### src/sv/acb_pkg.sv
`default_nettype none
// ----------------------------------------------------------------------------
// acb_pkg
// Shared types and constants for the avcC to Annex B converter.
// ----------------------------------------------------------------------------
package acb_pkg;

  localparam int LENGTH_WIDTH_DEF = 16;
  localparam int CFG_DATA_W       = 16;
  localparam int CFG_IDX_W        = 1;

  localparam logic [CFG_IDX_W-1:0] REG_RECORD_LENGTH = 1'd0;
  localparam logic [CFG_IDX_W-1:0] REG_OUT_CAPACITY  = 1'd1;

  typedef enum logic [2:0] {
    ST_OK           = 3'd0,
    ST_HEADER_SHORT = 3'd1,
    ST_COUNT_MISS   = 3'd2,
    ST_LENGTH_MISS  = 3'd3,
    ST_NAL_OVERRUN  = 3'd4,
    ST_OUTPUT_FULL  = 3'd5
  } status_t;

  typedef struct packed {
    logic [7:0] in_byte;
    logic       record_start;
  } in_item_t;

  typedef struct packed {
    logic        kind;
    logic [7:0]  out_byte;
    logic [2:0]  status;
    logic [15:0] total_size;
    logic [2:0]  nal_length_size;
    logic        last;
  } out_item_t;

  // Results caused by one request: an optional payload byte or an optional
  // start code, followed by an optional status.
  typedef struct packed {
    logic        has_byte;
    logic [7:0]  byte_val;
    logic        has_sc;
    logic        has_status;
    status_t     status;
    logic [15:0] total;
    logic [2:0]  nls;
  } grp_t;

endpackage
`default_nettype wire

### src/sv/acb_parse.sv
`default_nettype none
// ----------------------------------------------------------------------------
// acb_parse
// Record parser: state registers and the per-byte next-state logic.
// ----------------------------------------------------------------------------
module acb_parse #(
  parameter int LENGTH_WIDTH = acb_pkg::LENGTH_WIDTH_DEF
) (
  input  wire logic                           clk,
  input  wire logic                           rst_n,
  input  wire logic                           in_fire,
  input  wire acb_pkg::in_item_t              in_data,
  input  wire logic                           cfg_we,
  input  wire logic [acb_pkg::CFG_IDX_W-1:0]  cfg_index,
  input  wire logic [acb_pkg::CFG_DATA_W-1:0] cfg_wdata,
  output acb_pkg::grp_t                       grp
);
  import acb_pkg::*;

  localparam int LEN_BYTES = (LENGTH_WIDTH + 7) / 8;
  localparam int CW        = ((LENGTH_WIDTH > 16) ? LENGTH_WIDTH : 16) + 2;

  typedef enum logic [2:0] {
    PH_IDLE, PH_HEADER, PH_COUNT, PH_LEN, PH_PAYLOAD, PH_DONE
  } phase_t;

  phase_t                  phase_r, phase_nxt;
  logic [2:0]              hidx_r, hidx_nxt;
  logic [15:0]             bleft_r, bleft_nxt;
  logic [15:0]             ocnt_r, ocnt_nxt;
  logic [7:0]              sets_r, sets_nxt;
  logic                    pps_r, pps_nxt;
  logic [LENGTH_WIDTH-1:0] pleft_r, pleft_nxt;
  logic [2:0]              lhi_r, lhi_nxt;
  logic [2:0]              lfs_r, lfs_nxt;
  logic [15:0]             rec_len_r;
  logic [15:0]             out_cap_r;

  always_comb begin
    logic                    do_next;
    logic [LENGTH_WIDTH-1:0] nal;
    logic [LENGTH_WIDTH+7:0] shifted;
    logic [7:0]              b;
    phase_nxt = phase_r;
    hidx_nxt  = hidx_r;
    bleft_nxt = bleft_r;
    ocnt_nxt  = ocnt_r;
    sets_nxt  = sets_r;
    pps_nxt   = pps_r;
    pleft_nxt = pleft_r;
    lhi_nxt   = lhi_r;
    lfs_nxt   = lfs_r;
    grp       = '0;
    do_next   = 1'b0;
    b         = in_data.in_byte;
    shifted   = {pleft_r, b};
    nal       = '0;
    if (in_fire) begin
      if (in_data.record_start) begin
        ocnt_nxt  = '0;
        sets_nxt  = '0;
        pps_nxt   = 1'b0;
        pleft_nxt = '0;
        lhi_nxt   = '0;
        lfs_nxt   = 3'd1;
        hidx_nxt  = '0;
        bleft_nxt = rec_len_r;
        if (rec_len_r < 16'd7) begin
          grp.has_status = 1'b1;
          grp.status     = ST_HEADER_SHORT;
          phase_nxt      = PH_DONE;
        end else begin
          phase_nxt = PH_HEADER;
        end
      end
      if (phase_nxt != PH_IDLE && phase_nxt != PH_DONE && bleft_nxt != '0) begin
        bleft_nxt = bleft_nxt - 16'd1;
        shifted   = {pleft_nxt, b};
        unique case (phase_nxt)
          PH_HEADER: begin
            if (hidx_nxt == 3'd4) begin
              lfs_nxt = {1'b0, b[1:0]} + 3'd1;
            end
            hidx_nxt = hidx_nxt + 3'd1;
            if (hidx_nxt >= 3'd5) begin
              phase_nxt = PH_COUNT;
              pps_nxt   = 1'b0;
              if (bleft_nxt == '0) begin
                grp.has_status = 1'b1;
                grp.status     = ST_COUNT_MISS;
                phase_nxt      = PH_DONE;
              end
            end
          end
          PH_COUNT: begin
            sets_nxt = pps_nxt ? b : {3'b000, b[4:0]};
            do_next  = 1'b1;
          end
          PH_LEN: begin
            pleft_nxt = shifted[LENGTH_WIDTH-1:0];
            lhi_nxt   = lhi_nxt + 3'd1;
            if (lhi_nxt >= 3'(LEN_BYTES)) begin
              nal = pleft_nxt;
              if (CW'(nal) > CW'(bleft_nxt)) begin
                grp.has_status = 1'b1;
                grp.status     = ST_NAL_OVERRUN;
                phase_nxt      = PH_DONE;
              end else if (CW'(ocnt_nxt) + CW'(4) + CW'(nal) > CW'(out_cap_r)) begin
                grp.has_status = 1'b1;
                grp.status     = ST_OUTPUT_FULL;
                phase_nxt      = PH_DONE;
              end else begin
                grp.has_sc = 1'b1;
                ocnt_nxt   = ocnt_nxt + 16'd4;
                sets_nxt   = sets_nxt - 8'd1;
                phase_nxt  = PH_PAYLOAD;
                if (nal == '0) begin
                  do_next = 1'b1;
                end
              end
            end
          end
          PH_PAYLOAD: begin
            grp.has_byte = 1'b1;
            grp.byte_val = b;
            ocnt_nxt     = ocnt_nxt + 16'd1;
            pleft_nxt    = pleft_nxt - LENGTH_WIDTH'(1);
            if (pleft_nxt == '0) begin
              do_next = 1'b1;
            end
          end
          default: begin
          end
        endcase
        if (do_next) begin
          if (sets_nxt != '0) begin
            phase_nxt = PH_LEN;
            lhi_nxt   = '0;
            pleft_nxt = '0;
            if (bleft_nxt < 16'(LEN_BYTES)) begin
              grp.has_status = 1'b1;
              grp.status     = ST_LENGTH_MISS;
              phase_nxt      = PH_DONE;
            end
          end else if (!pps_nxt) begin
            pps_nxt   = 1'b1;
            phase_nxt = PH_COUNT;
            if (bleft_nxt == '0) begin
              grp.has_status = 1'b1;
              grp.status     = ST_COUNT_MISS;
              phase_nxt      = PH_DONE;
            end
          end else begin
            grp.has_status = 1'b1;
            grp.status     = ST_OK;
            grp.total      = ocnt_nxt;
            phase_nxt      = PH_DONE;
          end
        end
      end
    end
    grp.nls = lfs_nxt;
  end

  always_ff @(posedge clk) begin
    if (!rst_n) begin
      phase_r   <= PH_IDLE;
      hidx_r    <= '0;
      bleft_r   <= '0;
      ocnt_r    <= '0;
      sets_r    <= '0;
      pps_r     <= 1'b0;
      pleft_r   <= '0;
      lhi_r     <= '0;
      lfs_r     <= 3'd1;
      rec_len_r <= 16'd0;
      out_cap_r <= 16'hffff;
    end else begin
      phase_r <= phase_nxt;
      hidx_r  <= hidx_nxt;
      bleft_r <= bleft_nxt;
      ocnt_r  <= ocnt_nxt;
      sets_r  <= sets_nxt;
      pps_r   <= pps_nxt;
      pleft_r <= pleft_nxt;
      lhi_r   <= lhi_nxt;
      lfs_r   <= lfs_nxt;
      if (cfg_we) begin
        unique case (cfg_index)
          REG_RECORD_LENGTH: rec_len_r <= cfg_wdata;
          REG_OUT_CAPACITY:  out_cap_r <= cfg_wdata;
          default: begin
          end
        endcase
      end
    end
  end

  // The length field size always stays within one to four bytes.
  a_lfs_range: assert property (@(posedge clk) disable iff (!rst_n)
    (lfs_r != 3'd0) && (lfs_r <= 3'd4))
    else $error("NAL length size out of range");

  // A pending payload always has bytes left to pass.
  a_payload_nonzero: assert property (@(posedge clk) disable iff (!rst_n)
    (phase_r == PH_PAYLOAD) |-> (pleft_r != '0))
    else $error("payload phase with nothing left");

  // A payload byte and a start code never come from the same request.
  a_grp_excl: assert property (@(posedge clk) disable iff (!rst_n)
    !(grp.has_byte && grp.has_sc))
    else $error("payload byte and start code in one group");

endmodule
`default_nettype wire

### src/sv/acb_emit.sv
`default_nettype none
// ----------------------------------------------------------------------------
// acb_emit
// Result buffer: holds the results of one request and sends them one per
// cycle on the output channel while out_ready is high.
// ----------------------------------------------------------------------------
module acb_emit (
  input  wire logic               clk,
  input  wire logic               rst_n,
  input  wire logic               in_fire,
  input  wire acb_pkg::grp_t      grp,
  output logic                    in_ready,
  output logic                    out_valid,
  input  wire logic               out_ready,
  output acb_pkg::out_item_t      out_data
);
  import acb_pkg::*;

  grp_t       grp_r;
  logic       valid_r;
  logic [2:0] pos_r;
  logic [2:0] n_cur;
  logic [2:0] n_new;
  logic [2:0] data_len;
  logic       is_last;
  logic       load;

  assign n_cur    = {2'b00, grp_r.has_byte} + (grp_r.has_sc ? 3'd4 : 3'd0)
                    + {2'b00, grp_r.has_status};
  assign n_new    = {2'b00, grp.has_byte} + (grp.has_sc ? 3'd4 : 3'd0)
                    + {2'b00, grp.has_status};
  assign data_len = grp_r.has_sc ? 3'd4 : {2'b00, grp_r.has_byte};
  assign is_last  = (pos_r == n_cur - 3'd1);
  assign load     = in_fire && (n_new != 3'd0);

  assign in_ready  = !valid_r || (out_ready && is_last);
  assign out_valid = valid_r;

  always_comb begin
    out_data                 = '0;
    out_data.nal_length_size = grp_r.nls;
    out_data.last            = is_last;
    if (pos_r < data_len) begin
      if (grp_r.has_sc) begin
        out_data.out_byte = (pos_r == 3'd3) ? 8'd1 : 8'd0;
      end else begin
        out_data.out_byte = grp_r.byte_val;
      end
    end else begin
      out_data.kind       = 1'b1;
      out_data.status     = grp_r.status;
      out_data.total_size = grp_r.total;
    end
  end

  always_ff @(posedge clk) begin
    if (!rst_n) begin
      valid_r <= 1'b0;
      pos_r   <= '0;
    end else begin
      if (load) begin
        valid_r <= 1'b1;
        pos_r   <= '0;
      end else if (valid_r && out_ready) begin
        if (is_last) begin
          valid_r <= 1'b0;
        end
        pos_r <= pos_r + 3'd1;
      end
    end
  end

  always_ff @(posedge clk) begin
    if (load) begin
      grp_r <= grp;
    end
  end

  // The read position always points inside the held group.
  a_pos_inside: assert property (@(posedge clk) disable iff (!rst_n)
    valid_r |-> (pos_r < n_cur))
    else $error("result position beyond group");

  // A group stays until its final result has been taken.
  a_hold_group: assert property (@(posedge clk) disable iff (!rst_n)
    (valid_r && out_ready && !is_last) |=> valid_r)
    else $error("group dropped before its final result");

  // A group only appears after a request that caused results.
  a_load_src: assert property (@(posedge clk) disable iff (!rst_n)
    $rose(valid_r) |-> $past(load))
    else $error("results without a request");

endmodule
`default_nettype wire

### src/sv/avcc_config_to_annexb.sv
`default_nettype none
// ----------------------------------------------------------------------------
// avcc_config_to_annexb
// Converts an avcC decoder configuration record, one byte per request, into
// an Annex B parameter-set stream followed by one status result.
// ----------------------------------------------------------------------------
// Timing: a request's first result is offered in the cycle after it is accepted.
// A request yields up to five results, sent one per cycle while out_ready is
// high. Throughput: one request per cycle while each causes at most one result
// and out_ready is high; a start code holds the input in the result buffer.
// Reset: synchronous, active low; parser idle, registers at their defaults.
// ----------------------------------------------------------------------------
module avcc_config_to_annexb #(
  parameter int LENGTH_WIDTH = acb_pkg::LENGTH_WIDTH_DEF
) (
  input  wire logic                           clk,
  input  wire logic                           rst_n,
  input  wire logic                           in_valid,
  output logic                                in_ready,
  input  wire acb_pkg::in_item_t              in_data,
  output logic                                out_valid,
  input  wire logic                           out_ready,
  output acb_pkg::out_item_t                  out_data,
  input  wire logic                           cfg_we,
  input  wire logic [acb_pkg::CFG_IDX_W-1:0]  cfg_index,
  input  wire logic [acb_pkg::CFG_DATA_W-1:0] cfg_wdata
);
  import acb_pkg::*;

  grp_t grp;
  logic in_fire;

  assign in_fire = in_valid && in_ready;

  acb_parse #(
    .LENGTH_WIDTH(LENGTH_WIDTH)
  ) u_parse (
    .clk      (clk),
    .rst_n    (rst_n),
    .in_fire  (in_fire),
    .in_data  (in_data),
    .cfg_we   (cfg_we),
    .cfg_index(cfg_index),
    .cfg_wdata(cfg_wdata),
    .grp      (grp)
  );

  acb_emit u_emit (
    .clk      (clk),
    .rst_n    (rst_n),
    .in_fire  (in_fire),
    .grp      (grp),
    .in_ready (in_ready),
    .out_valid(out_valid),
    .out_ready(out_ready),
    .out_data (out_data)
  );

endmodule
`default_nettype wire
### config.mk
export PLATFORM = sky130hd
export DESIGN_NAME = avcc_config_to_annexb
export DESIGN_NICKNAME = d
export VERILOG_FILES = /design/src/sv/acb_pkg.sv /design/src/sv/acb_parse.sv /design/src/sv/acb_emit.sv /design/src/sv/avcc_config_to_annexb.sv
export SDC_FILE = /design/constraint.sdc
export NUM_CORES = 1
export LEC_CHECK = 0
export BUFFER_PORTS_ARGS = -buffer_cell sky130_fd_sc_hd__buf_2
export CELL_PAD_IN_SITES_DETAIL_PLACEMENT = 0
export CELL_PAD_IN_SITES_GLOBAL_PLACEMENT = 1
export CORE_MARGIN = 3
export CORE_UTILIZATION = 50
export DETAILED_ROUTE_END_ITERATION = 6
export PLACE_DENSITY = 0.92
export SLEW_MARGIN = 20
export SYNTH_ARGS = -nofsm -noshare
export SYNTH_HDL_FRONTEND = slang
export SYNTH_SLANG_ARGS = --single-unit
### constraint.sdc
create_clock -name clk -period 14.88 [get_ports clk]
set_input_delay 0 -clock clk [delete_from_list [all_inputs] [get_ports clk]]
set_output_delay 0 -clock clk [all_outputs]
set_load 0.02 [all_outputs]
==> results of run 1 <==
## power by group
part | internal, uW | leakage [uW] | switching (uW)
registers | 400 | 0.00116 | 15.2
logic | 83.6 | 0.00316 | 159
clock network | 304 | 0.000310 | 178
total | 787 | 0.00463 | 353
## routing by layer
layer  part of all wire [%]  GRT usage (%)  up-vias
met1                     44           38.8     4765
met5                      0              0        -
met4                    3.0           9.61        0
met2                     45           45.3      453
li1                       -              -     4945
met3                    8.0           4.25       82
## cell families (layout without fill, tap and decap cells)
logic type,after synthesis,count (layout),synth area share [%]
flops,138,138,29.4
mux,24,24,2.45
xor+xnor,68,68,5.65
fa+ha+maj,68,68,8.15
compound gates,350,350,21.2
buf+inv,132,180,5.30
simple gates,576,576,27.9
## final cells by class
type | instances | area share, %
Clock buffer | 19 | 3.76
Sequential cell | 138 | 26.2
Timing Repair Buffer | 96 | 5.11
Clock inverter | 13 | 1.84
Inverter | 52 | 1.65
Tap cell | 270 | 2.86
Multi-Input combinational cell | 1086 | 58.6
## worst max-delay path by stage
stage,cells after the start,start,slack [ns],to
2_1_floorplan,32,in_data[0],6.42,u_emit.grp_r[10]$_SDFFCE_PP0P_
3_3_place_gp,23,u_parse.ocnt_r[5]$_SDFFE_PN0P_,7.69,u_emit.grp_r[13]$_SDFFCE_PP0P_
3_5_place_dp,23,u_parse.ocnt_r[5]$_SDFFE_PN0P_,7.44,u_emit.grp_r[14]$_SDFFCE_PP0P_
4_1_cts,23,u_parse.ocnt_r[5]$_SDFFE_PN0P_,7.45,u_emit.grp_r[21]$_SDFFCE_PN0P_
5_1_grt,23,u_parse.ocnt_r[5]$_SDFFE_PN0P_,6.92,u_emit.grp_r[21]$_SDFFCE_PN0P_
6_report,23,u_parse.ocnt_r[5]$_SDFFE_PN0P_,7.44,u_emit.grp_r[13]$_SDFFCE_PP0P_
## cells in the mapped netlist (28+ instances only)
| master | number | area, um2 |
|---|---|---|
| ha_1 | 67 | 838 |
| a31oi_1 | 28 | 175 |
| edfxtp_1 | 33 | 991 |
| o21ai_0 | 94 | 470 |
| and2_1 | 37 | 231 |
| nor2b_1 | 28 | 175 |
| inv_1 | 49 | 184 |
| nand2_1 | 174 | 653 |
| nand3_1 | 56 | 280 |
| nor2_1 | 104 | 390 |
| a21oi_1 | 102 | 510 |
| nor3_1 | 43 | 215 |
| dfxtp_1 | 105 | 2100 |
| xnor2_1 | 47 | 412 |
| clkbuf_1 | 53 | 199 |
## sequential cells by signal (all words and copies together), names as in the netlist, 3 cells and up
| signal | cells |
|---|---|
| u_emit.grp_r | 30 |
| u_parse.bleft_r | 16 |
| u_parse.ocnt_r | 16 |
| u_parse.out_cap_r | 16 |
| u_parse.pleft_r | 16 |
| u_parse.rec_len_r | 16 |
| u_parse.sets_r | 8 |
| u_emit.out_data | 3 |
| u_emit.pos_r | 3 |
| u_parse.hidx_r | 3 |
| u_parse.lfs_r | 3 |
| u_parse.lhi_r | 3 |
| u_parse.phase_r | 3 |
## per-stage QoR
step                area, um2  hold slack (ns)  cells  power, uW
floorplan               10500            0.136   1356        588
global placement        11000            0.249   1626        654
detailed placement      11000            0.256   1626        657
CTS                     11800           0.0225   1674       1140
global route            11800           0.0187   1674       1190
finish                  11800          -0.0135   1674       1140
## critical path: cells and delay by family (launching register included)
family | cells | cell delay (ns)
simple gates | 9 | 2.76
compound gates | 9 | 2.63
fa+ha+maj | 2 | 0.67
flops | 1 | 0.47
mux | 1 | 0.26
xor+xnor | 2 | 0.24
==> run summary, run 1 <==
maxcap violations = 0
ys async rst share = 0%
drt initial violations = 1043
final WL = 32100 um
setup ws final = 7.44 ns
gpl congestion = 0.973
crit path cell chain = and3b_1 > and3_1 > nor4b_1 > and3_1 > xnor2_1 > nor2_1 > ha_1 > a21oi_2 > o211ai_1 > a21oi_1 > o21bai_1 > a21oi_1 > xnor2_1 > ha_1 > nand4_1 > o311ai_2 > o21ai_4 > and3_1 > a311o_1 > nand4b_4 > or3_1 > mux2i_1 > a21oi_4
Final setup viols = 0
unrepaired setup endpoints after global routing = no
CTS Buf Count = 17
starting density of the core = 51.4%
Crit Reg-Reg Endpoint = u_emit.grp_r[13]$_SDFFCE_PP0P_
Fillers = 1914
Power Density = 96.7 mW/mm2
initial antenna violation count = 0
register area = 0.00309 mm2
reg2reg start = u_parse.ocnt_r[5]$_SDFFE_PN0P_
number of nets in the layout = 1490
row cnt = 52
Total Routing Usage GR = 28.2%
post-CTS setup buffers = 0
Clock transition at path regs = 0.07 ns
H-tree depth = 4
Detail Route Antenna Nets = 0
fin util = 57.5%
Critical Path RT = 14.93 ns
Crit Path Category = reg -> reg
hold path startpoint = cfg_index
fin crit share = 50.0%
flop-to-flop setup slack = 7.44 ns
Syn Nets = 1455
sequential fraction of the synthesis area = 29.4%
Post-synth EDFFs = 33
CTS resizes = 0
clk_lat worst skew = 0.43 ns
largest net degree at the start of global routing = 74
# clock sinks = 138
fraction of layout cells with a size suffix above 1 = 11.6%
synthesized area = 0.0105 mm2
number of detailed-route iterations in the first pass = 6
detailed-route via count = 10245
most used cell, CP = and3_1
#FFs+latches synth = 138
Worst Path Arrival = 7.49 ns
via/cell ratio = 6.12
worst hold path class = in -> reg
CTS Root Cell = clkbuf_16
Slew Limit Fails = 0
Hold Path Sink = u_parse.rec_len_r[10]$_SDFFE_PN0P_
total negative slack = 0 ns
total leakage power = 0.00463 uW
Post-Place Setup Slack = 7.44 ns
dominant synthesized flop cell = dfxtp_1
slowest cell on the critical path = a21oi_4
IO buf count = 64
Slew Limit Headroom = 33.6%
Final Hold Viols = 5
Distinct cells, synth = 96
Die X = 151 um
DIE AREA = 0.0228 mm2
Clock Skews = 0.0125 ns
Synth warnings = 0
violated checks = negative hold slack
CP endpoint kind = register
GRT overflow = 0
Peak VDD IR = 0.0786 mV
Mapped Avg Cell Area = 7.77 um2
Worst Path Max Fanout = 33
DRC Markers = 0
Synth Instances = 1356
Tmin final = 7.44 ns
Final Hold Slack = -0.0135 ns
most frequent cells in the layout = 174 x nand2_1, 105 x dfxtp_1, 103 x nor2_1
Slew @ Worst Pin = 0.996 ns
status = complete, but fails checks
Ports = 65
CTS Hold Bufs = 16
multi-input combinational cell area = 0.00691 mm2
drt wl/cell = 19.2 um
TritonCTS clock tree = yes
CP peak stage delay = 0.83 ns
vias in the first global route = 9426
area grow syn2layout = 12.0%
global-route wire length before repair = 50700 um
hpwl dp = 23000 um
commonest non-fill, non-tap cell in the layout = nand2_1
fmax = 134 MHz
Reg2Reg Depth = 23
hold path depth = 4
CP Launch Type = register
maximum clock path buffer count = 2
Die H = 151 um
core footprint = 0.0205 mm2
Ant. Diodes = 0
(Power assumes the default switching activity.)
==> run 2, diff against run 1 <==
--- a/config.mk
+++ b/config.mk
@@ -9,9 +9,9 @@
 export CELL_PAD_IN_SITES_DETAIL_PLACEMENT = 0
 export CELL_PAD_IN_SITES_GLOBAL_PLACEMENT = 1
 export CORE_MARGIN = 3
-export CORE_UTILIZATION = 50
+export CORE_UTILIZATION = 47
 export DETAILED_ROUTE_END_ITERATION = 6
-export PLACE_DENSITY = 0.92
+export PLACE_DENSITY = 0.87
 export SLEW_MARGIN = 20
 export SYNTH_ARGS = -nofsm -noshare
 export SYNTH_HDL_FRONTEND = slang
==> constraint.sdc (replaced) <==
create_clock -name clk -period 7.1 [get_ports clk]
set_input_delay 0 -clock clk [delete_from_list [all_inputs] [get_ports clk]]
set_output_delay 0 -clock clk [all_outputs]
set_load 0.02 [all_outputs]
==> run summary, run 2 (synthesis results as in run 1) <==
Ports = 65 (unchanged)
Crit path max-delay family = simple AND/OR/NAND/NOR gates (unchanged)
row cnt = 54 (was 52)
status = finished clean (was complete, but fails checks)
Power Density = 195 mW/mm2 (was 96.7 mW/mm2)
Detail Route Antenna Nets = 0 (unchanged)
slowest cell on the critical path = or4_4 (was a21oi_4)
Cell Area, Placed = 0.0111 mm2 (was 0.0110 mm2)
Peak VDD IR = 0.170 mV (was 0.0786 mV)
initial antenna violation count = 0 (unchanged)
global-route wire length before repair = 52400 um (was 50700 um)
CTS Root Cell = clkbuf_16 (unchanged)
maximum clock path buffer count = 2 (unchanged)
TritonCTS clock tree = yes (unchanged)
multi-input combinational cell area = 0.00693 mm2 (was 0.00691 mm2)
total negative slack = 0 ns (unchanged)
Slew @ Worst Pin = 1.07 ns (was 0.996 ns)
Ant. Diodes = 0 (unchanged)
drt initial violations = 925 (was 1043)
worst hold path class = in -> reg (unchanged)
area grow syn2layout = 12.8% (was 12.0%)
Finished Cell Area = 0.0119 mm2 (was 0.0118 mm2)
core footprint = 0.0219 mm2 (was 0.0205 mm2)
number of detailed-route iterations in the first pass = 5 (was 6)
Slew Limit Headroom = 28.4% (was 33.6%)
register area = 0.00309 mm2 (unchanged)
fraction of layout cells with a size suffix above 1 = 12.5% (was 11.6%)
Worst Path Arrival = 6.87 ns (was 7.49 ns)
Tmin final = 6.60 ns (was 7.44 ns)
Fillers = 2114 (was 1914)
CP peak stage delay = 0.68 ns (was 0.83 ns)
DRC Markers = 0 (unchanged)
CP bufs+invs = 1 (was 0)
Die X = 156 um (was 151 um)
Slew Limit Fails = 0 (unchanged)
CP endpoint kind = register (unchanged)
CP Launch Type = register (unchanged)
Largest register FFs = 30 (unchanged)
via/cell ratio = 6.08 (was 6.12)
DIE AREA = 0.0242 mm2 (was 0.0228 mm2)
maxcap violations = 0 (unchanged)
clock share of power = 40.1% (was 42.3%)
clk_lat worst skew = 0.44 ns (was 0.43 ns)
hpwl dp = 23500 um (was 23000 um)
number of nets in the layout = 1503 (was 1490)
crit path cell chain = and3b_1 > and3_1 > nor4b_2 > and3_1 > xnor2_1 > nor2_1 > ha_1 > a21oi_2 > o211ai_1 > a21oi_1 > o21bai_1 > a21oi_1 > xnor2_1 > ha_1 > nand4_1 > o311ai_2 > o21ai_4 > nand3_2 > o2111a_1 > a2111o_1 > or3_1 > buf_4 > or4_4 > nor3_1 (was and3b_1 > and3_1 > nor4b_1 > and3_1 > xnor2_1 > nor2_1 > ha_1 > a21oi_2 > o211ai_1 > a21oi_1 > o21bai_1 > a21oi_1 > xnor2_1 > ha_1 > nand4_1 > o311ai_2 > o21ai_4 > and3_1 > a311o_1 > nand4b_4 > or3_1 > mux2i_1 > a21oi_4)
gpl congestion = 0.938 (was 0.973)
commonest non-fill, non-tap cell in the layout = nand2_1 (unchanged)
Overall Power = 2320 uW (was 1140 uW)
H-tree depth = 4 (unchanged)
combinational power share = 22.4% (was 21.3%)
# clock sinks = 138 (unchanged)
GRT overflow = 0 (unchanged)
sw frac = 32.2% (was 30.9%)
fmax = 151 MHz (was 134 MHz)
Worst Path Max Fanout = 16 (was 33)
final WL = 33100 um (was 32100 um)
vias in the first global route = 9641 (was 9426)
most frequent cells in the layout = 174 x nand2_1, 105 x dfxtp_1, 103 x nor2_1 (unchanged)
Final setup viols = 0 (unchanged)
Critical Path RT = 7.37 ns (was 14.93 ns)
Die H = 156 um (was 151 um)
unrepaired setup endpoints after global routing = no (unchanged)
drt wl/cell = 19.5 um (was 19.2 um)
IO buf count = 64 (unchanged)
starting density of the core = 48.1% (was 51.4%)
Crit Path Category = reg -> reg (unchanged)
Total Routing Usage GR = 27.0% (was 28.2%)
total leakage power = 0.00468 uW (was 0.00463 uW)
Final Hold Viols = 0 (was 5)
P_sw = 746 uW (was 353 uW)
CTS Buf Count = 17 (unchanged)
Clock Skews = 0.0137 ns (was 0.0125 ns)
largest net degree at the start of global routing = 46 (was 74)
fin crit share = 93.0% (was 50.0%)
Reg with most FFs = u_emit.grp_r (unchanged)
internal power = 1570 uW (was 787 uW)
detailed-route via count = 10313 (was 10245)
Sequential Power Share = 37.5% (was 36.4%)
Clock transition at path regs = 0.07 ns (about the same)
[run 2: cell types whose count changed in the layout (fill, tap and decap cells not counted), moves of 2 or more]
cell	before	now
clkinv_2	0	3
clkinv_4	3	6
bufinv_16	5	3
buf_4	17	28
clkinvlp_4	3	1
[run 2: routing by layer]
metal / routed length (um) / GRT usage (%) / vias to the layer above
li1: - / - / 4978
met1: 14700 / 37.9 / 4845
met2: 15100 / 42.6 / 432
met3: 2360 / 3.99 / 58
met4: 887 / 9.63 / 0
met5: 0 / 0 / -
[run 2: metrics by stage]
| step | util (%) | setup slack [ns] | cells | hold slack (ns) |
|---|---|---|---|---|
| floorplan | - | 0.0199 | 1356 | 0.136 |
| global placement | 50.6 | 0.449 | 1647 | 0.247 |
| detailed placement | 50.6 | 0.270 | 1647 | 0.255 |
| CTS | 54.1 | 0.223 | 1695 | 0.0339 |
| global route | 54.3 | 0.0363 | 1697 | 0.0434 |
| finish | 54.3 | 0.496 | 1697 | 0.0360 |
[run 2: what timing repair did]
| item | in CTS | in global routing |
|---|---|---|
| endpoints found under the setup margin | 0 | 37 |
| hold buffers | 16 | 0 |
| setup buffers | 0 | 1 |
| resized for setup | 0 | 2 |
| endpoints found under the hold margin | 32 | 0 |
[run 2: worst register-to-register path: cells and delay by family (launching register included)]
kind | cells | cell delay [ns]
buffers and inverters | 1 | 0.18
AO/OA/AOI/OAI | 9 | 2.01
XOR/XNOR | 2 | 0.28
flip-flops | 1 | 0.45
adder cells (fa/ha/maj) | 2 | 0.64
AND/OR/NAND/NOR | 10 | 2.87
[run 2: final timing paths]
check | startpoint | to | slack [ns] | depth (start not counted)
worst max-delay path | u_parse.ocnt_r[5]$_SDFFE_PN0P_ | u_emit.grp_r[10]$_SDFFCE_PP0P_ | 0.50 | 24
worst min-delay path | rst_n | u_parse.lfs_r[0]$_SDFF_PN1_ | 0.04 | 3
worst max register to register | u_parse.ocnt_r[5]$_SDFFE_PN0P_ | u_emit.grp_r[10]$_SDFFCE_PP0P_ | 0.50 | 24
worst min register to register | u_parse.bleft_r[13]$_SDFFE_PN0P_ | u_parse.bleft_r[13]$_SDFFE_PN0P_ | 0.46 | 2
[run 2: power by group through the flow]
stage | combinational, uW | sequential [uW] | clock (uW)
floorplan | 360 | 874 | 0
global placement | 491 | 886 | 0
detailed placement | 496 | 886 | 0
CTS | 506 | 869 | 939
global route | 572 | 874 | 972
finish | 518 | 870 | 930
[run 2: cell type report]
cell class                      instances  area share (%)
Sequential cell                       138            26.0
Inverter                               52            1.64
Timing Repair Buffer                  108            5.94
Tap cell                              280            2.95
Multi-Input combinational cell       1087            58.3
Clock buffer                           18            3.61
Clock inverter                         14            1.46
